$ cat src/hw/rtl/clkf_pkg.sv
// Shared types, frame layout codes and helper functions for the LCD clock.
package clkf_pkg;

  typedef struct packed {
    logic [3:0] hour_tens;
    logic [3:0] hour_ones;
    logic [3:0] min_tens;
    logic [3:0] min_ones;
    logic [3:0] sec_tens;
    logic [3:0] sec_ones;
  } time_bcd_t;

  typedef struct packed {
    logic      valid;
    time_bcd_t t;
  } frame_req_t;

  localparam logic [7:0] SYNC_INSTR = 8'hF8;
  localparam logic [7:0] SYNC_DATA  = 8'hFA;
  localparam logic [7:0] CMD_CLEAR  = 8'h01;
  localparam logic [7:0] CMD_POS_H  = 8'h80;
  localparam logic [7:0] CMD_POS_M  = 8'h82;
  localparam logic [7:0] CMD_POS_S  = 8'h84;
  localparam logic [7:0] CHAR_COLON = 8'h3A;
  localparam logic [7:0] CHAR_NUL   = 8'h00;
  localparam logic [3:0] ASCII_DIGIT_HI = 4'h3;
  localparam logic [7:0] TICK_DIVIDE_RESET = 8'd8;

  localparam logic [3:0] U_CLEAR   = 4'd0;
  localparam logic [3:0] U_POS_H   = 4'd1;
  localparam logic [3:0] U_H_TENS  = 4'd2;
  localparam logic [3:0] U_H_ONES  = 4'd3;
  localparam logic [3:0] U_COLON_1 = 4'd4;
  localparam logic [3:0] U_NUL_1   = 4'd5;
  localparam logic [3:0] U_POS_M   = 4'd6;
  localparam logic [3:0] U_M_TENS  = 4'd7;
  localparam logic [3:0] U_M_ONES  = 4'd8;
  localparam logic [3:0] U_COLON_2 = 4'd9;
  localparam logic [3:0] U_NUL_2   = 4'd10;
  localparam logic [3:0] U_POS_S   = 4'd11;
  localparam logic [3:0] U_S_TENS  = 4'd12;
  localparam logic [3:0] U_S_ONES  = 4'd13;

  localparam logic [1:0] B_SYNC = 2'd0;
  localparam logic [1:0] B_HIGH = 2'd1;
  localparam logic [1:0] B_LOW  = 2'd2;

  function automatic logic [7:0] bcd_inc(input logic [3:0] tens, input logic [3:0] ones);
    logic [7:0] r;
    if (ones == 4'd9) r = {tens + 4'd1, 4'd0};
    else              r = {tens, ones + 4'd1};
    return r;
  endfunction

  function automatic logic bcd_ge(input logic [3:0] tens, input logic [3:0] ones,
                                  input logic [3:0] lim_tens, input logic [3:0] lim_ones);
    return (tens > lim_tens) || ((tens == lim_tens) && (ones >= lim_ones));
  endfunction

  function automatic logic [7:0] ascii_digit(input logic [3:0] d);
    return {ASCII_DIGIT_HI, d};
  endfunction

  function automatic logic [8:0] unit_value(input logic [3:0] unit, input time_bcd_t t);
    logic [8:0] r;
    unique case (unit)
      U_CLEAR:   r = {1'b0, CMD_CLEAR};
      U_POS_H:   r = {1'b0, CMD_POS_H};
      U_H_TENS:  r = {1'b1, ascii_digit(t.hour_tens)};
      U_H_ONES:  r = {1'b1, ascii_digit(t.hour_ones)};
      U_COLON_1: r = {1'b1, CHAR_COLON};
      U_NUL_1:   r = {1'b1, CHAR_NUL};
      U_POS_M:   r = {1'b0, CMD_POS_M};
      U_M_TENS:  r = {1'b1, ascii_digit(t.min_tens)};
      U_M_ONES:  r = {1'b1, ascii_digit(t.min_ones)};
      U_COLON_2: r = {1'b1, CHAR_COLON};
      U_NUL_2:   r = {1'b1, CHAR_NUL};
      U_POS_S:   r = {1'b0, CMD_POS_S};
      U_S_TENS:  r = {1'b1, ascii_digit(t.sec_tens)};
      U_S_ONES:  r = {1'b1, ascii_digit(t.sec_ones)};
      default:   r = {1'b0, CHAR_NUL};
    endcase
    return r;
  endfunction

endpackage

$ cat src/hw/rtl/clkf_front.sv
// Front end: accepts requests, collects set digits, keeps time and queues frame jobs.
module clkf_front (
  input  logic               clk,
  input  logic               rst,
  input  logic               s_tvalid,
  output logic               s_tready,
  input  logic [7:0]         s_tdata,
  input  logic               s_tuser,
  input  logic               cfg_wr_en,
  input  logic [7:0]         cfg_wr_data,
  input  logic               q_full,
  output clkf_pkg::frame_req_t q_wr
);
  import clkf_pkg::*;

  time_bcd_t  tm;
  time_bcd_t  tm_adv;
  time_bcd_t  tm_load;
  logic [7:0] tick_count;
  logic [7:0] tick_divide;
  logic       time_set;
  logic [2:0] digit_index;
  logic [3:0] digit_store [6];
  logic [3:0] rx_digit;
  logic       accept;
  logic       is_load;
  logic       is_tick;
  logic       is_advance;
  logic       sec_wrap;
  logic       min_wrap;
  logic       hour_wrap;
  logic       min_carry;
  logic       hour_carry;
  logic [7:0] sec_inc;
  logic [7:0] min_inc;
  logic [7:0] hour_inc;

  assign s_tready   = !q_full;
  assign accept     = s_tvalid && s_tready;
  assign is_load    = accept && s_tuser && (digit_index == 3'd5);
  assign is_tick    = accept && !s_tuser && time_set;
  assign is_advance = is_tick && (tick_count == tick_divide);

  assign rx_digit = ((s_tdata[7:4] == ASCII_DIGIT_HI) && (s_tdata[3:0] <= 4'd9)) ?
                    s_tdata[3:0] : 4'd0;

  assign tm_load = '{hour_tens: digit_store[0], hour_ones: digit_store[1],
                     min_tens:  digit_store[2], min_ones:  digit_store[3],
                     sec_tens:  digit_store[4], sec_ones:  rx_digit};

  always_comb begin
    sec_inc    = bcd_inc(tm.sec_tens, tm.sec_ones);
    min_inc    = bcd_inc(tm.min_tens, tm.min_ones);
    hour_inc   = bcd_inc(tm.hour_tens, tm.hour_ones);
    tm_adv     = tm;
    sec_wrap   = bcd_ge(tm.sec_tens, tm.sec_ones, 4'd5, 4'd9);
    min_carry  = sec_wrap;
    if (sec_wrap) begin
      tm_adv.sec_tens = 4'd0;
      tm_adv.sec_ones = 4'd0;
    end else begin
      {tm_adv.sec_tens, tm_adv.sec_ones} = sec_inc;
    end
    min_wrap = bcd_ge(tm.min_tens, tm.min_ones, 4'd6, 4'd0) ||
               (min_carry && (tm.min_tens == 4'd5) && (tm.min_ones == 4'd9));
    hour_carry = min_wrap;
    if (min_wrap) begin
      tm_adv.min_tens = 4'd0;
      tm_adv.min_ones = 4'd0;
    end else if (min_carry) begin
      {tm_adv.min_tens, tm_adv.min_ones} = min_inc;
    end
    hour_wrap = bcd_ge(tm.hour_tens, tm.hour_ones, 4'd2, 4'd4) ||
                (hour_carry && (tm.hour_tens == 4'd2) && (tm.hour_ones == 4'd3));
    if (hour_wrap) begin
      tm_adv = '0;
    end else if (hour_carry) begin
      {tm_adv.hour_tens, tm_adv.hour_ones} = hour_inc;
    end
  end

  assign q_wr.valid = is_load || is_advance;
  assign q_wr.t     = is_load ? tm_load : tm_adv;

  always_ff @(posedge clk) begin
    if (rst) begin
      tm          <= '0;
      tick_count  <= '0;
      tick_divide <= TICK_DIVIDE_RESET;
      time_set    <= 1'b0;
      digit_index <= '0;
    end else begin
      if (cfg_wr_en) begin
        tick_divide <= cfg_wr_data;
      end
      if (accept && s_tuser) begin
        digit_index <= is_load ? 3'd0 : digit_index + 3'd1;
      end
      if (is_load) begin
        tm       <= tm_load;
        time_set <= 1'b1;
      end else if (is_advance) begin
        tm         <= tm_adv;
        tick_count <= '0;
      end else if (is_tick) begin
        tick_count <= tick_count + 8'd1;
      end
    end
  end

  always_ff @(posedge clk) begin
    if (accept && s_tuser && (digit_index < 3'd6)) begin
      digit_store[digit_index] <= rx_digit;
    end
  end

endmodule

$ cat src/hw/rtl/clkf_queue.sv
// Small FIFO of pending frame jobs between the front and back ends.
module clkf_queue #(
  parameter int DEPTH = 2
) (
  input  logic                 clk,
  input  logic                 rst,
  input  clkf_pkg::frame_req_t wr,
  output logic                 full,
  input  logic                 pop,
  output clkf_pkg::frame_req_t head
);
  import clkf_pkg::*;

  localparam int AW = (DEPTH > 1) ? $clog2(DEPTH) : 1;
  localparam int CW = $clog2(DEPTH + 1);

  time_bcd_t     mem [DEPTH];
  logic [AW-1:0] wr_ptr;
  logic [AW-1:0] rd_ptr;
  logic [CW-1:0] count;
  logic          do_push;
  logic          do_pop;

  assign full       = (count == CW'(DEPTH));
  assign head.valid = (count != '0);
  assign head.t     = mem[rd_ptr];
  assign do_push    = wr.valid && !full;
  assign do_pop     = pop && head.valid;

  always_ff @(posedge clk) begin
    if (rst) begin
      wr_ptr <= '0;
      rd_ptr <= '0;
      count  <= '0;
    end else begin
      if (do_push) begin
        wr_ptr <= (wr_ptr == AW'(DEPTH - 1)) ? '0 : wr_ptr + 1'b1;
      end
      if (do_pop) begin
        rd_ptr <= (rd_ptr == AW'(DEPTH - 1)) ? '0 : rd_ptr + 1'b1;
      end
      if (do_push && !do_pop) begin
        count <= count + 1'b1;
      end else if (do_pop && !do_push) begin
        count <= count - 1'b1;
      end
    end
  end

  always_ff @(posedge clk) begin
    if (do_push) begin
      mem[wr_ptr] <= wr.t;
    end
  end

endmodule

$ cat src/hw/rtl/clkf_back.sv
// Back end: walks a frame job byte by byte into the output register.
module clkf_back (
  input  logic                 clk,
  input  logic                 rst,
  input  clkf_pkg::frame_req_t head,
  output logic                 pop,
  output logic                 m_tvalid,
  input  logic                 m_tready,
  output logic [7:0]           m_tdata,
  output logic                 m_tlast
);
  import clkf_pkg::*;

  time_bcd_t  cur;
  logic       active;
  logic [3:0] unit;
  logic [1:0] sub;
  logic       load;
  logic       emit;
  time_bcd_t  sel_t;
  logic [3:0] sel_unit;
  logic [1:0] sel_sub;
  logic [8:0] uval;
  logic [7:0] byte_next;
  logic       last_next;
  logic [3:0] unit_next;
  logic [1:0] sub_next;

  assign load     = !m_tvalid || m_tready;
  assign emit     = load && (active || head.valid);
  assign pop      = load && !active && head.valid;
  assign sel_t    = active ? cur : head.t;
  assign sel_unit = active ? unit : U_CLEAR;
  assign sel_sub  = active ? sub : B_SYNC;
  assign uval     = unit_value(sel_unit, sel_t);
  assign last_next = (sel_unit == U_S_ONES) && (sel_sub == B_LOW);

  always_comb begin
    unique case (sel_sub)
      B_SYNC:  byte_next = uval[8] ? SYNC_DATA : SYNC_INSTR;
      B_HIGH:  byte_next = {uval[7:4], 4'h0};
      B_LOW:   byte_next = {uval[3:0], 4'h0};
      default: byte_next = 8'h00;
    endcase
    if (sel_sub == B_LOW) begin
      sub_next  = B_SYNC;
      unit_next = sel_unit + 4'd1;
    end else begin
      sub_next  = sel_sub + 2'd1;
      unit_next = sel_unit;
    end
  end

  always_ff @(posedge clk) begin
    if (rst) begin
      active   <= 1'b0;
      m_tvalid <= 1'b0;
      unit     <= U_CLEAR;
      sub      <= B_SYNC;
    end else if (load) begin
      m_tvalid <= emit;
      if (emit) begin
        active <= !last_next;
        unit   <= unit_next;
        sub    <= sub_next;
      end
    end
  end

  always_ff @(posedge clk) begin
    if (pop) begin
      cur <= head.t;
    end
    if (emit) begin
      m_tdata <= byte_next;
      m_tlast <= last_next;
    end
  end

endmodule

$ cat src/hw/rtl/clock_with_serial_set_and_lcd_frames.sv
// Top level of the time-of-day clock with serial time setting and LCD frame output.
//
//  channel   direction  handshake          payload
//  s_*       in         s_tvalid/s_tready  tuser = mode, tdata = rx_byte
//  m_*       out        m_tvalid/m_tready  tdata = lcd_byte, tlast = last
//  cfg_*     in         cfg_wr_en          cfg_wr_data = tick_divide
//
// A load or an advance queues a frame job.
// Each frame is 42 output bytes, one per cycle unless the output stalls, made by the
// byte walker in the back end; frames follow each other without a gap while jobs wait.
// Input stalls only while the job queue is full; output stalls hold the register.
// Reset is synchronous.
module clock_with_serial_set_and_lcd_frames #(
  parameter int QUEUE_DEPTH = 2
) (
  input  logic       clk,
  input  logic       rst,
  input  logic       s_tvalid,
  output logic       s_tready,
  input  logic [7:0] s_tdata,     // [7:0] rx_byte
  input  logic       s_tuser,     // [0] mode
  output logic       m_tvalid,
  input  logic       m_tready,
  output logic [7:0] m_tdata,     // [7:0] lcd_byte
  output logic       m_tlast,
  input  logic       cfg_wr_en,
  input  logic [7:0] cfg_wr_data
);
  import clkf_pkg::*;

  frame_req_t q_wr;
  frame_req_t q_head;
  logic       q_full;
  logic       q_pop;

  clkf_front u_front (
    .clk         (clk),
    .rst         (rst),
    .s_tvalid    (s_tvalid),
    .s_tready    (s_tready),
    .s_tdata     (s_tdata),
    .s_tuser     (s_tuser),
    .cfg_wr_en   (cfg_wr_en),
    .cfg_wr_data (cfg_wr_data),
    .q_full      (q_full),
    .q_wr        (q_wr)
  );

  clkf_queue #(
    .DEPTH (QUEUE_DEPTH)
  ) u_queue (
    .clk  (clk),
    .rst  (rst),
    .wr   (q_wr),
    .full (q_full),
    .pop  (q_pop),
    .head (q_head)
  );

  clkf_back u_back (
    .clk      (clk),
    .rst      (rst),
    .head     (q_head),
    .pop      (q_pop),
    .m_tvalid (m_tvalid),
    .m_tready (m_tready),
    .m_tdata  (m_tdata),
    .m_tlast  (m_tlast)
  );

  a_no_push_when_full: assert property (@(posedge clk) disable iff (rst)
    q_wr.valid |-> !q_full)
    else $error("frame job queued while the queue is full");

  a_no_pop_when_empty: assert property (@(posedge clk) disable iff (rst)
    q_pop |-> q_head.valid)
    else $error("frame job taken from an empty queue");

  a_last_is_low_nibble: assert property (@(posedge clk) disable iff (rst)
    (m_tvalid && m_tlast) |-> (m_tdata[3:0] == 4'h0) && (m_tdata[7:4] <= 4'h9))
    else $error("frame end marked on a byte that is not a digit low nibble");

endmodule

$ cat config.mk
export PLATFORM = sky130hd
export DESIGN_NAME = clock_with_serial_set_and_lcd_frames
export DESIGN_NICKNAME = d
export VERILOG_FILES = /design/src/hw/rtl/clkf_pkg.sv /design/src/hw/rtl/clkf_front.sv /design/src/hw/rtl/clkf_queue.sv /design/src/hw/rtl/clkf_back.sv /design/src/hw/rtl/clock_with_serial_set_and_lcd_frames.sv
export SDC_FILE = /design/constraint.sdc
export NUM_CORES = 1
export LEC_CHECK = 0
export BUFFER_PORTS_ARGS = -buffer_cell sky130_fd_sc_hd__buf_2
export CAP_MARGIN = 20
export CORE_UTILIZATION = 55
export DETAILED_ROUTE_END_ITERATION = 16
export PLACE_DENSITY = 0.79
export SYNTH_ARGS = -nofsm -noshare
export SYNTH_HDL_FRONTEND = slang
export SYNTH_SLANG_ARGS = --single-unit
$ cat constraint.sdc
create_clock -name clk -period 5 [get_ports clk]
set_clock_uncertainty 0.1 [all_clocks]
set_input_delay 0.5 -clock clk [delete_from_list [all_inputs] [get_ports clk]]
set_output_delay 0.5 -clock clk [all_outputs]
set_load 0.01 [all_outputs]
======== Word level (Yosys, flattened, before mapping) ========
Memories as Yosys holds them, arrays and structs flattened. A register that Yosys moved wholly into a read port is not among the register bits.
Cells that the tools add are included.
cells by class
  reduce and logical (&&, ||, !) cells .... 48
  $lt $le $gt $ge ......................... 8
  equal/unequal tests ..................... 27
  divide/modulo/power cells ............... 0
  $add $sub $neg .......................... 14
  bitwise gates (word level) .............. 1
  muxes and demuxes ....................... 34
  multiply operators ...................... 0
  shift-type cells ........................ 0
operators by type and width
  cell                                                                                  number
  9-bit case mux with 12 select lines                                                   1
  24-bit two-way mux                                                                    4
  8-bit two-way mux                                                                     10
  4-bit == test (second input constant)                                                 9
  4-bit by 1-bit adder with 4-bit output (second input constant)                        7
  4-bit by 3-bit == test with 1-bit output (second input constant)                      7
  8-bit case mux with 3 select lines                                                    1
  1-bit logical AND                                                                     23
  4-bit by 2-bit == test with 1-bit output (second input constant)                      5
  16-bit two-way mux                                                                    1
  4-bit two-way mux                                                                     3
  2-bit two-way mux                                                                     5
  8-bit by 1-bit adder with 8-bit output (second input constant)                        1
  8-bit == test                                                                         1
  4-bit by 3-bit greater-than comparator with 1-bit output (second input constant)      2
  1-bit logical OR                                                                      8
  1-bit two-way mux                                                                     8
  2-bit nonzero test                                                                    4
  1-bit zero test                                                                       7
  2-bit by 1-bit adder with 2-bit output (second input constant)                        2
  2-bit == test (second input constant)                                                 2
  4-bit by 1-bit == test with 1-bit output (second input constant)                      1
  4-bit by 1-bit greater-or-equal comparator with 1-bit output (second input constant)  1
  4-bit by 3-bit greater-or-equal comparator with 1-bit output (second input constant)  1
  other kinds (15)                                                                      18
word-level totals
  flip-flop bits (word level) ............. 89
  output and inout port bits .............. 11
  memories kept ........................... 2
  bits in read-only memories .............. 0
  bits in writable memories ............... 72
  input port bits ......................... 22
  bits in latches ......................... 0
memory list
  name                 words  width  rd ports  clocked after memory_dff  write ports  RTL line          source
  u_queue.mem          2      24     1         1                         1            clkf_queue.sv:17  time_bcd_t mem [DEPTH];
  u_front.digit_store  6      4      5         0                         1            clkf_front.sv:23  logic [3:0] digit_store [6];

======== Depth between registers and ports, before layout ========
Gate-level depths: netlist of run 1.
  depth after elaboration ................. 12
  depth in mapped cells ................... 11

======== Modules after synthesis ========
A second synthesis of run 1 with hierarchy kept.
unflattened totals
  cells, all modules ...................... 667
  area total of the unflattened synthesis .. 7283.2 um^2
modules (own cells, without submodules)
  module      area an instance (um^2)  instances  cells each  sequential area each (um^2)
  clkf_front  3510.9                   1          412         1481.4
  clkf_queue  1946.9                   1          100         1541.5
  clkf_back   1825.5                   1          155         1091.0

======== Worst setup path after synthesis of run 1 ========
No wires, ideal clock.
  path type ............................... in2reg
  from .................................... in s_tuser
  to ...................................... mem u_queue.mem[0][0] in the netlist's numbering, enable pin
  arrival time ............................ 2.792 ns
  stages on the path ...................... 5
  setup time .............................. 0.405 ns
  slack ................................... 1.703 ns
  path through ............................ or3_1 -> nor4_4 -> nor2_1 -> clkbuf_1 -> nor2_1
between the ends
  longest elaborated chain between the ends .. 8
  elaborated cells on any way between the ends .. 10
  those cells by class .................... mux: 2; reduce/logical: 8
ends and longest elaborated chain
  element                                      RTL line                                    source
  start: declaration                           clock_with_serial_set_and_lcd_frames.sv:21  input logic s_tuser,
  1-bit zero test                              clkf_front.sv:41                            assign is_tick = accept && !s_tuser && time_set;
  1-bit logical AND (2 in a row)               clkf_front.sv:41
  1-bit logical AND                            clkf_front.sv:42                            assign is_advance = is_tick && (tick_count == tick_divide);
  1-bit logical OR (*)                         clkf_front.sv:82                            assign q_wr.valid = is_load || is_advance;
  1-bit logical AND (*)                        clkf_queue.sv:27                            assign do_push = wr.valid && !full;
  1-bit two-way mux (*)                        clkf_queue.sv:51                            if (do_push) begin
  1-bit two-way mux (not written as such) (*)  clkf_queue.sv:52                            mem[wr_ptr] <= wr.t;
  end: declaration                             clkf_queue.sv:17
Every way passes the cells marked *; elsewhere a longest branch is shown, timed or not.

======== Worst setup path after layout of run 1 ========
  from .................................... reg u_queue.count[0]
  to ...................................... mem u_queue.mem[1][9] in the netlist's numbering, enable pin
between the ends
  longest elaborated chain between the ends .. 10
  elaborated cells on any way between the ends .. 12
  those cells by class .................... eq/ne: 1; mux: 2; reduce/logical: 9
ends and longest elaborated chain
  element                                      RTL line                            source
  start: declaration                           clkf_queue.sv:20                    logic [CW-1:0] count;
  start signal: assignment                     clkf_queue.sv:43                    count <= count + 1'b1;
  start signal: assignment                     clkf_queue.sv:45                    count <= count - 1'b1;
  2-bit == test (*)                            clkf_queue.sv:24                    assign full = (count == CW'(DEPTH));
  1-bit zero test (*)                          clkf_front.sv:38, clkf_queue.sv:27
  1-bit logical AND                            clkf_front.sv:39                    assign accept = s_tvalid && s_tready;
  1-bit logical AND (2 in a row)               clkf_front.sv:41
  1-bit logical AND                            clkf_front.sv:42
  1-bit logical OR                             clkf_front.sv:82
  1-bit logical AND (*)                        clkf_queue.sv:27
  1-bit two-way mux (*)                        clkf_queue.sv:51
  1-bit two-way mux (not written as such) (*)  clkf_queue.sv:52
Marked as above.

==> results of run 1 <==
==> metal layers <==
layer,global-route usage (%),vias up
met5,0,-
met3,6.59,20
met4,8.86,0
met2,37.8,167
met1,29.5,2420
li1,-,2436
==> synth_stat cells (4+ instances only) <==
cell	instances	share of area (%)
sky130_fd_sc_hd__o21ai_1	4	0.28
sky130_fd_sc_hd__o211ai_1	5	0.52
sky130_fd_sc_hd__xnor2_1	19	2.3
sky130_fd_sc_hd__nand3_1	8	0.55
sky130_fd_sc_hd__a31oi_1	6	0.52
sky130_fd_sc_hd__nor3_1	16	1.1
sky130_fd_sc_hd__and2_1	7	0.61
sky130_fd_sc_hd__o21a_1	4	0.42
sky130_fd_sc_hd__o31a_1	5	0.61
sky130_fd_sc_hd__and3_1	7	0.61
sky130_fd_sc_hd__nand2_1	57	3.0
sky130_fd_sc_hd__a21oi_1	32	2.2
sky130_fd_sc_hd__dfxtp_1	57	16
sky130_fd_sc_hd__ha_1	12	2.1
sky130_fd_sc_hd__o21ai_0	28	1.9
sky130_fd_sc_hd__mux2i_1	14	1.9
sky130_fd_sc_hd__o31ai_1	5	0.52
sky130_fd_sc_hd__nand4_1	12	1.0
sky130_fd_sc_hd__a22oi_1	4	0.42
sky130_fd_sc_hd__edfxtp_1	99	41
sky130_fd_sc_hd__nor2_1	64	3.3
sky130_fd_sc_hd__o32ai_1	7	0.85
sky130_fd_sc_hd__nor2b_1	8	0.69
sky130_fd_sc_hd__inv_1	26	1.4
sky130_fd_sc_hd__mux2_2	25	3.9
sky130_fd_sc_hd__nor4_1	4	0.35
sky130_fd_sc_hd__a21o_1	5	0.52
sky130_fd_sc_hd__a211oi_1	5	0.52
sky130_fd_sc_hd__clkbuf_1	27	1.4
sky130_fd_sc_hd__xor2_1	8	0.97
==> power by group <==
part | leakage, nW | total, mW | internal [mW] | switching (mW)
clock | 0.288 | 1.26 | 0.673 | 0.586
combinational | 1.12 | 0.331 | 0.136 | 0.195
sequential | 1.38 | 1.60 | 1.51 | 0.0936
total | 2.79 | 3.19 | 2.32 | 0.874
==> cells by family (layout without fill, tap and decap cells) <==
| group | count (synthesis) | after routing | share of synthesized area (%) |
|---|---|---|---|
| AND/OR/NAND/NOR | 209 | 209 | 14.4 |
| flip-flops | 156 | 156 | 57.0 |
| AO/OA/AOI/OAI | 143 | 143 | 13.8 |
| buffers and inverters | 63 | 93 | 3.54 |
| multiplexers | 39 | 39 | 5.84 |
| XOR/XNOR | 27 | 27 | 3.28 |
| adder cells (fa/ha/maj) | 12 | 12 | 2.08 |
| other | 1 | 2 | 0.0520 |
==> worst reg2reg max path, cell delays in order (launching register included) <==
cell,delay (ns)
sky130_fd_sc_hd__dfxtp_1,0.50
sky130_fd_sc_hd__nor2b_4,0.10
sky130_fd_sc_hd__or3_1,0.45
sky130_fd_sc_hd__nor4_4,0.55
sky130_fd_sc_hd__nor2_1,0.36
sky130_fd_sc_hd__buf_4,0.28
sky130_fd_sc_hd__inv_2,0.22
sky130_fd_sc_hd__and2_1,0.89
==> through the flow <==
step	total power [mW]	instances	util, %	area, µm²	worst slack [ns]
after floorplan	1.86	651	-	7220	1.70
after global placement	1.94	820	58.7	7460	1.25
after detailed placement	1.96	820	58.7	7460	1.11
after CTS	3.21	852	63.3	8060	1.17
after global routing	3.31	853	63.5	8080	0.957
final	3.19	853	63.5	8080	1.15
==> registers in the layout, summed over array words and instances, names as in the netlist, 3 cells and up, named ones only <==
signal	flops
u_front.digit_index	3
u_back.cur	24
u_front.tick_divide	8
u_front.tick_count	8
u_front.tm	24
u_front.digit_store	20
u_back.m_tdata	6
u_queue.mem	48
u_back.unit	4
==> area by class of cell <==
cell class	count	area [µm²]	share of cell area [%]
Clock buffer	17	425	5.26
Inverter	27	101	1.25
Sequential cell	156	4110	50.9
Clock inverter	15	168	2.07
Multi-Input combinational cell	432	2860	35.4
Tap cell	172	215	2.66
Timing Repair Buffer	34	200	2.48
==> worst min-delay path by stage <==
| stage | slack, ns | start | endpoint | cells past startpoint |
|---|---|---|---|---|
| detailed placement | 0.38 | u_front.time_set | u_front.time_set | 2 |
| CTS | 0.19 | cfg_wr_data[4] | u_front.tick_divide[4] | 3 |
| finish | 0.21 | cfg_wr_data[4] | u_front.tick_divide[4] | 3 |
| floorplan | 0.34 | u_front.time_set | u_front.time_set | 2 |
| global route | 0.20 | cfg_wr_data[7] | u_front.tick_divide[7] | 3 |
| global placement | 0.35 | u_front.time_set | u_front.time_set | 2 |
==> reports/qor.json, run 1 <==
{
  "grt_setup_unrepaired": {"value": "no"},
  "post_synth_inst_count": {"value": 650},
  "post-cts-setup-buffers": {"value": 0},
  "via_per_inst": {"value": 5.91},
  "timing.critical_path.slowest_stage_cell": {"value": "sky130_fd_sc_hd__and2_1"},
  "setup_viol_count_final": {"value": 0},
  "end_kind": {"value": "flop"},
  "synth-seq-cells": {"value": 156},
  "top_layer": {"value": "met4"},
  "first_pass_grt_wire_length": {"value": 23400, "unit": "µm"},
  "cts-hold-fix-buffers": {"value": 0},
  "drt_pre_antenna_iters": {"value": 7},
  "critical-path-top-delay-family": {"value": "simple AND/OR/NAND/NOR gates"},
  "startpoint_type": {"value": "flop"},
  "met2_length": {"value": 7200, "unit": "µm"},
  "worstMarginPinSlew": {"value": 1.07, "unit": "ns"},
  "cpPeakStageDelay": {"value": 0.89, "unit": "ns"},
  "design.final.nets": {"value": 702},
  "routed_wirelength": {"value": 14700, "unit": "µm"},
  "min_period": {"value": 3.85, "unit": "ns"},
  "detailroute.via_count": {"value": 5043},
  "critical_path_depth": {"value": 7},
  "cts-htree-levels": {"value": 4},
  "first_global_vias": {"value": 4743},
  "numClockSinks": {"value": 156},
  "worstPathArrival": {"value": 3.78, "unit": "ns"},
  "run_status": {"value": "finished, final reports clean"},
  "cell_area_after_technology_mapping": {"value": 0.00722, "unit": "mm²"},
  "dieArea": {"value": 0.0136, "unit": "mm²"},
  "initial_core_util": {"value": 56.7, "unit": "%"},
  "globalplace.congestion": {"value": 0.924},
  "syn_to_final_growth": {"value": 12.0, "unit": "%"},
  "cp_num_buf_inv": {"value": 2},
  "worst_ep_required_time": {"value": 4.94, "unit": "ns"},
  "reg2reg_slack": {"value": 1.15, "unit": "ns"},
  "slew_violations": {"value": 0},
  "synth_cell_type_count": {"value": 74},
  "layout_commonest_cell": {"value": "sky130_fd_sc_hd__edfxtp_1"},
  "pin_count": {"value": 33},
  "post_cts_resized": {"value": 0},
  "static-leakage-power": {"value": 2.79, "unit": "nW"},
  "synth-async-reset-ratio": {"value": 0, "unit": "%"},
  "regToRegStartpoint": {"value": "u_queue.count[0]"},
  "drt.antenna.violating_nets": {"value": 0},
  "cts-buffers-inserted": {"value": 17},
  "hp-class": {"value": "in -> reg"},
  "setup_total_negative_slack": {"value": 0, "unit": "ns"},
  "drt-initial-drc-count": {"value": 568},
  "vdd.ir_drop.worst": {"value": 303, "unit": "µV"},
  "finalHoldViolCount": {"value": 0},
  "max-cap-violations": {"value": 0},
  "initial_antenna_violation_count": {"value": 0},
  "post_route_cells_drive_above_1_share": {"value": 15.9, "unit": "%"},
  "worstPathCellList": {"value": "nor2b_4 -> or3_1 -> nor4_4 -> nor2_1 -> buf_4 -> inv_2 -> and2_1"},
  "crit_path_max_fanout": {"value": 25},
  "chipWidth": {"value": 117, "unit": "µm"},
  "achievable-frequency": {"value": 0.260, "unit": "GHz"},
  "clk_path_buf_depth": {"value": 2},
  "synth-edff-count": {"value": 99},
  "filler_cell_count": {"value": 998},
  "core.rowCount": {"value": 41},
  "gr-total-overflow": {"value": 0},
  "clkSlewWorstSetupHoldPaths": {"value": 0.07, "unit": "ns"},
  "die_y": {"value": 117, "unit": "µm"},
  "finalCritPeriodShare": {"value": 76.9, "unit": "%"},
  "layout_common_cells": {"value": "99 x sky130_fd_sc_hd__edfxtp_1, 63 x sky130_fd_sc_hd__nor2_1, 57 x sky130_fd_sc_hd__nand2_1, 57 x sky130_fd_sc_hd__dfxtp_1, 32 x sky130_fd_sc_hd__a21oi_1"},
  "drt_drc_violations_left": {"value": 0},
  "routedWlPerCell": {"value": 17.3, "unit": "µm"},
  "tritoncts_clock_tree": {"value": "built"},
  "yosysWarningCount": {"value": 0},
  "route.met3.wl": {"value": 832, "unit": "µm"},
  "powerDensity": {"value": 395, "unit": "mW/mm²"},
  "numPortBuffers": {"value": 30},
  "clk_latency": {"value": 0.42, "unit": "ns"},
  "detailed_place_hpwl": {"value": 10200, "unit": "µm"},
  "n_antenna_cell": {"value": 0},
  "crit_type": {"value": "reg -> reg"},
  "synth.yosys.seq_area_share": {"value": 57.0, "unit": "%"},
  "grtUsageTotal": {"value": 23.2, "unit": "%"},
  "grt_max_degree": {"value": 48},
  "critical_path.endpoint": {"value": "u_queue.mem[1][9]"},
  "ff2ff_path_depth": {"value": 7},
  "routedLengthMet1": {"value": 6460, "unit": "µm"},
  "clk_root_buffer_cell": {"value": "sky130_fd_sc_hd__clkbuf_16"},
  "holdWs": {"value": 0.206, "unit": "ns"},
  "syn_area_per_cell": {"value": 11.1, "unit": "µm²"},
  "regToRegEndpoint": {"value": "u_queue.mem[1][9]"},
  "synth_ff_type": {"value": "sky130_fd_sc_hd__edfxtp_1"},
  "core-area": {"value": 0.0127, "unit": "mm²"},
  "critPathLaunch": {"value": "u_queue.count[0]"},
  "timing.max_slew.rel_slack": {"value": 28.9, "unit": "%"}
}
Power figures use the tool's default switching activity.
==> inputs of run 2 (changes only) <==
==> constraint.sdc (replaced) <==
create_clock -name clk -period 3.9 [get_ports clk]
set_clock_uncertainty 0.1 [all_clocks]
set_input_delay 0.39 -clock clk [delete_from_list [all_inputs] [get_ports clk]]
set_output_delay 0.39 -clock clk [all_outputs]
set_load 0.01 [all_outputs]
==> run 2 against run 1 <==
Net effect: count of clock-buffer cells in the layout increased by 4; first-iteration DRC count shrank 2.6%; hold slack lost 0.11 ns; global-route usage decreased by 0.39 points; register-to-register slack lost 0.29 ns; routed wire length is 0.37% higher; sequential power increased by 28%; final cell count increased by 0.23%; combinational power increased by 27%; highest routed layer unchanged; clock power up 37%.
==> reports/qor.json, run 2 (synthesized netlist as in run 1, its figures left out) <==
{
  "placedInstanceArea": {"value": 0.00748, "unit": "mm²", "change": "was 0.00746 mm²"},
  "worstMarginPinSlew": {"value": 1.04, "unit": "ns", "change": "was 1.07 ns"},
  "setup_total_negative_slack": {"value": 0, "unit": "ns", "change": "unchanged"},
  "drt_drc_violations_left": {"value": 0, "change": "unchanged"},
  "layout_common_cells": {"value": "99 x sky130_fd_sc_hd__edfxtp_1, 63 x sky130_fd_sc_hd__nor2_1, 57 x sky130_fd_sc_hd__nand2_1, 57 x sky130_fd_sc_hd__dfxtp_1, 32 x sky130_fd_sc_hd__a21oi_1", "change": "unchanged"},
  "cts-htree-levels": {"value": 4, "change": "unchanged"},
  "routedWlPerCell": {"value": 17.3, "unit": "µm", "change": "about the same"},
  "reg.largest.list": {"value": "u_queue.mem: 48 flops, u_back.cur: 24 flops, u_front.tm: 24 flops", "change": "unchanged"},
  "crit_path_max_fanout": {"value": 16, "change": "was 25"},
  "slew_violations": {"value": 0, "change": "unchanged"},
  "total_power": {"value": 4.19, "unit": "mW", "change": "was 3.19 mW"},
  "cts-buffers-inserted": {"value": 17, "change": "unchanged"},
  "reg2reg_slack": {"value": 0.87, "unit": "ns", "change": "was 1.15 ns"},
  "finish.utilization": {"value": 63.7, "unit": "%", "change": "was 63.5%"},
  "startpoint_type": {"value": "flop", "change": "unchanged"},
  "first_pass_grt_wire_length": {"value": 23000, "unit": "µm", "change": "was 23400 µm"},
  "die_y": {"value": 117, "unit": "µm", "change": "unchanged"},
  "combinationalPowerShare": {"value": 10.0, "unit": "%", "change": "was 10.4%"},
  "timing.critical_path.slowest_stage_cell": {"value": "sky130_fd_sc_hd__nor4_4", "change": "was sky130_fd_sc_hd__and2_1"},
  "globalplace.congestion": {"value": 0.923, "change": "was 0.924"},
  "area.sequential": {"value": 0.00411, "unit": "mm²", "change": "unchanged"},
  "gr-total-overflow": {"value": 0, "change": "unchanged"},
  "end_kind": {"value": "flop", "change": "unchanged"},
  "via_per_inst": {"value": 5.82, "change": "was 5.91"},
  "post_route_cells_drive_above_1_share": {"value": 15.7, "unit": "%", "change": "was 15.9%"},
  "cpMostUsedCell": {"value": "sky130_fd_sc_hd__or3_1"},
  "worstPathArrival": {"value": 3.28, "unit": "ns", "change": "was 3.78 ns"},
  "setup_viol_count_final": {"value": 0, "change": "unchanged"},
  "final_design_area_no_fill": {"value": 0.00810, "unit": "mm²", "change": "was 0.00808 mm²"},
  "p_clk_share": {"value": 40.9, "unit": "%", "change": "was 39.5%"},
  "detailed_place_hpwl": {"value": 10100, "unit": "µm", "change": "was 10200 µm"},
  "post_cts_resized": {"value": 0, "change": "unchanged"},
  "timing.max_slew.rel_slack": {"value": 30.5, "unit": "%", "change": "was 28.9%"},
  "powerDensity": {"value": 517, "unit": "mW/mm²", "change": "was 395 mW/mm²"},
  "syn_to_final_growth": {"value": 12.3, "unit": "%", "change": "was 12.0%"},
  "power.internal": {"value": 3.20, "unit": "mW", "change": "was 2.32 mW"},
  "hp-class": {"value": "in -> reg", "change": "unchanged"},
  "worst_hold_startpoint": {"value": "cfg_wr_data[3]", "change": "was cfg_wr_data[4]"},
  "vdd.ir_drop.worst": {"value": 346, "unit": "µV", "change": "was 303 µV"},
  "placed_instances": {"value": 823, "change": "was 820"},
  "area_of_the_multi_input_gates": {"value": 0.00286, "unit": "mm²", "change": "unchanged"},
  "finalHoldViolCount": {"value": 0, "change": "unchanged"},
  "detailroute.via_count": {"value": 4974, "change": "was 5043"},
  "min_to": {"value": "u_front.tick_divide[3]", "change": "was u_front.tick_divide[4]"},
  "initial_antenna_violation_count": {"value": 0, "change": "unchanged"},
  "filler_cell_count": {"value": 1011, "change": "was 998"},
  "worst_ep_required_time": {"value": 4.14, "unit": "ns", "change": "was 4.94 ns"},
  "core.rowCount": {"value": 41, "change": "unchanged"},
  "max-cap-violations": {"value": 0, "change": "unchanged"},
  "worstPathCellList": {"value": "nor2b_4 -> or3_1 -> nor4_4 -> nor2_1 -> inv_2 -> ha_1 -> or3_1 -> a21oi_1", "change": "was nor2b_4 -> or3_1 -> nor4_4 -> nor2_1 -> buf_4 -> inv_2 -> and2_1"},
  "cts-hold-fix-buffers": {"value": 0, "change": "unchanged"},
  "largest_register_ffs": {"value": 48, "change": "unchanged"},
  "drt-initial-drc-count": {"value": 553, "change": "was 568"},
  "n_antenna_cell": {"value": 0, "change": "unchanged"},
  "numPortBuffers": {"value": 30, "change": "unchanged"},
  "grt_setup_unrepaired": {"value": "no", "change": "unchanged"},
  "crit_type": {"value": "reg -> reg", "change": "unchanged"},
  "drt_pre_antenna_iters": {"value": 6, "change": "was 7"},
  "run_status": {"value": "finished, final reports clean", "change": "unchanged"},
  "finalCritPeriodShare": {"value": 77.8, "unit": "%", "change": "was 76.9%"},
  "largest_register": {"value": "u_queue.mem", "change": "unchanged"},
  "netSwitchingFraction": {"value": 23.7, "unit": "%", "change": "was 27.4%"},
  "ff2ff_path_depth": {"value": 8, "change": "was 7"},
  "achievable-frequency": {"value": 0.330, "unit": "GHz", "change": "was 0.260 GHz"},
  "initial_core_util": {"value": 56.7, "unit": "%", "change": "unchanged"},
  "routed_wirelength": {"value": 14800, "unit": "µm", "change": "was 14700 µm"},
  "dieArea": {"value": 0.0136, "unit": "mm²", "change": "unchanged"},
  "clk_root_buffer_cell": {"value": "sky130_fd_sc_hd__clkbuf_16", "change": "unchanged"},
  "clkSlewWorstSetupHoldPaths": {"value": 0.06, "unit": "ns", "change": "was 0.07 ns"},
  "hold_depth": {"value": 3, "change": "unchanged"},
  "final_cells": {"value": 855, "change": "was 853"},
  "tritoncts_clock_tree": {"value": "built", "change": "unchanged"},
  "layout_commonest_cell": {"value": "sky130_fd_sc_hd__edfxtp_1", "change": "unchanged"},
  "regToRegStartpoint": {"value": "u_queue.count[0]", "change": "unchanged"},
  "numClockSinks": {"value": 156, "change": "unchanged"},
  "drt.antenna.violating_nets": {"value": 0, "change": "unchanged"},
  "static-leakage-power": {"value": 2.80, "unit": "nW", "change": "was 2.79 nW"},
  "regToRegEndpoint": {"value": "u_queue.count[1]", "change": "was u_queue.mem[1][9]"},
  "chipWidth": {"value": 117, "unit": "µm", "change": "unchanged"},
  "clk_latency": {"value": 0.42, "unit": "ns", "change": "about the same"},
  "first_global_vias": {"value": 4551, "change": "was 4743"},
  "pin_count": {"value": 33, "change": "unchanged"},
  "min_period": {"value": 3.03, "unit": "ns", "change": "was 3.85 ns"},
  "grt_max_degree": {"value": 48, "change": "unchanged"},
  "clk_path_buf_depth": {"value": 2, "change": "unchanged"},
  "post-cts-setup-buffers": {"value": 0, "change": "unchanged"},
  "power_switching": {"value": 995, "unit": "µW", "change": "was 874 µW"},
  "design.final.nets": {"value": 704, "change": "was 702"},
  "cpPeakStageDelay": {"value": 0.54, "unit": "ns", "change": "was 0.89 ns"},
  "grtUsageTotal": {"value": 22.9, "unit": "%", "change": "was 23.2%"},
  "core-area": {"value": 0.0127, "unit": "mm²", "change": "unchanged"},
  "proportion_of_power_drawn_by_flip_flops_and_latches": {"value": 49.0, "unit": "%", "change": "was 50.2%"}
}
[run 2: per-stage QoR]
stage	setup WS, ns	hold WS, ns
CTS	0.877	0.0839
floorplan	0.614	0.340
global route	0.751	0.101
global placement	0.990	0.371
detailed placement	0.914	0.389
finish	0.866	0.0938
[run 2: how the worst max path moves through the flow]
stage	startpoint	to	slack [ns]	depth (start not counted)
floorplan	u_queue.count[0]	u_queue.mem[0][0]	0.61	6
global route	u_queue.count[0]	u_queue.count[1]	0.75	8
CTS	u_queue.count[0]	u_queue.count[1]	0.88	8
finish	u_queue.count[0]	u_queue.count[1]	0.87	8
detailed placement	u_queue.count[0]	u_queue.count[1]	0.91	8
global placement	u_queue.count[0]	u_queue.count[1]	0.99	8
[run 2: power by group through the flow]
stage	logic, mW	clock network, mW	registers (mW)
2_1_floorplan	0.360	0	2.02
3_3_place_gp	0.403	0	2.09
3_5_place_dp	0.415	0	2.09
4_1_cts	0.423	1.73	2.06
5_1_grt	0.466	1.81	2.07
6_report	0.421	1.72	2.05
[run 2: worst max-delay path, delay by kind of cell, from the launching register on]
kind,cells,cell delay (ns)
compound gates,1,0.14
simple gates,5,1.59
fa+ha+maj,1,0.34
buf+inv,1,0.31
flops,1,0.49
[run 2: metal layers]
metal | vias up | global-route usage (%) | share of wire, %
met4 | 0 | 8.10 | 1.2
met2 | 166 | 37.0 | 49
li1 | 2434 | - | -
met3 | 18 | 5.50 | 5.7
met1 | 2356 | 30.1 | 44
met5 | - | 0 | 0
[run 2: cell type report]
class	instances	area share (%)
inverter	27	1.25
tap	172	2.66
sequential	156	50.8
clock inverter	11	2.07
multi-input combinational	432	35.3
timing repair buffer	36	2.41
clock buffer	21	5.56
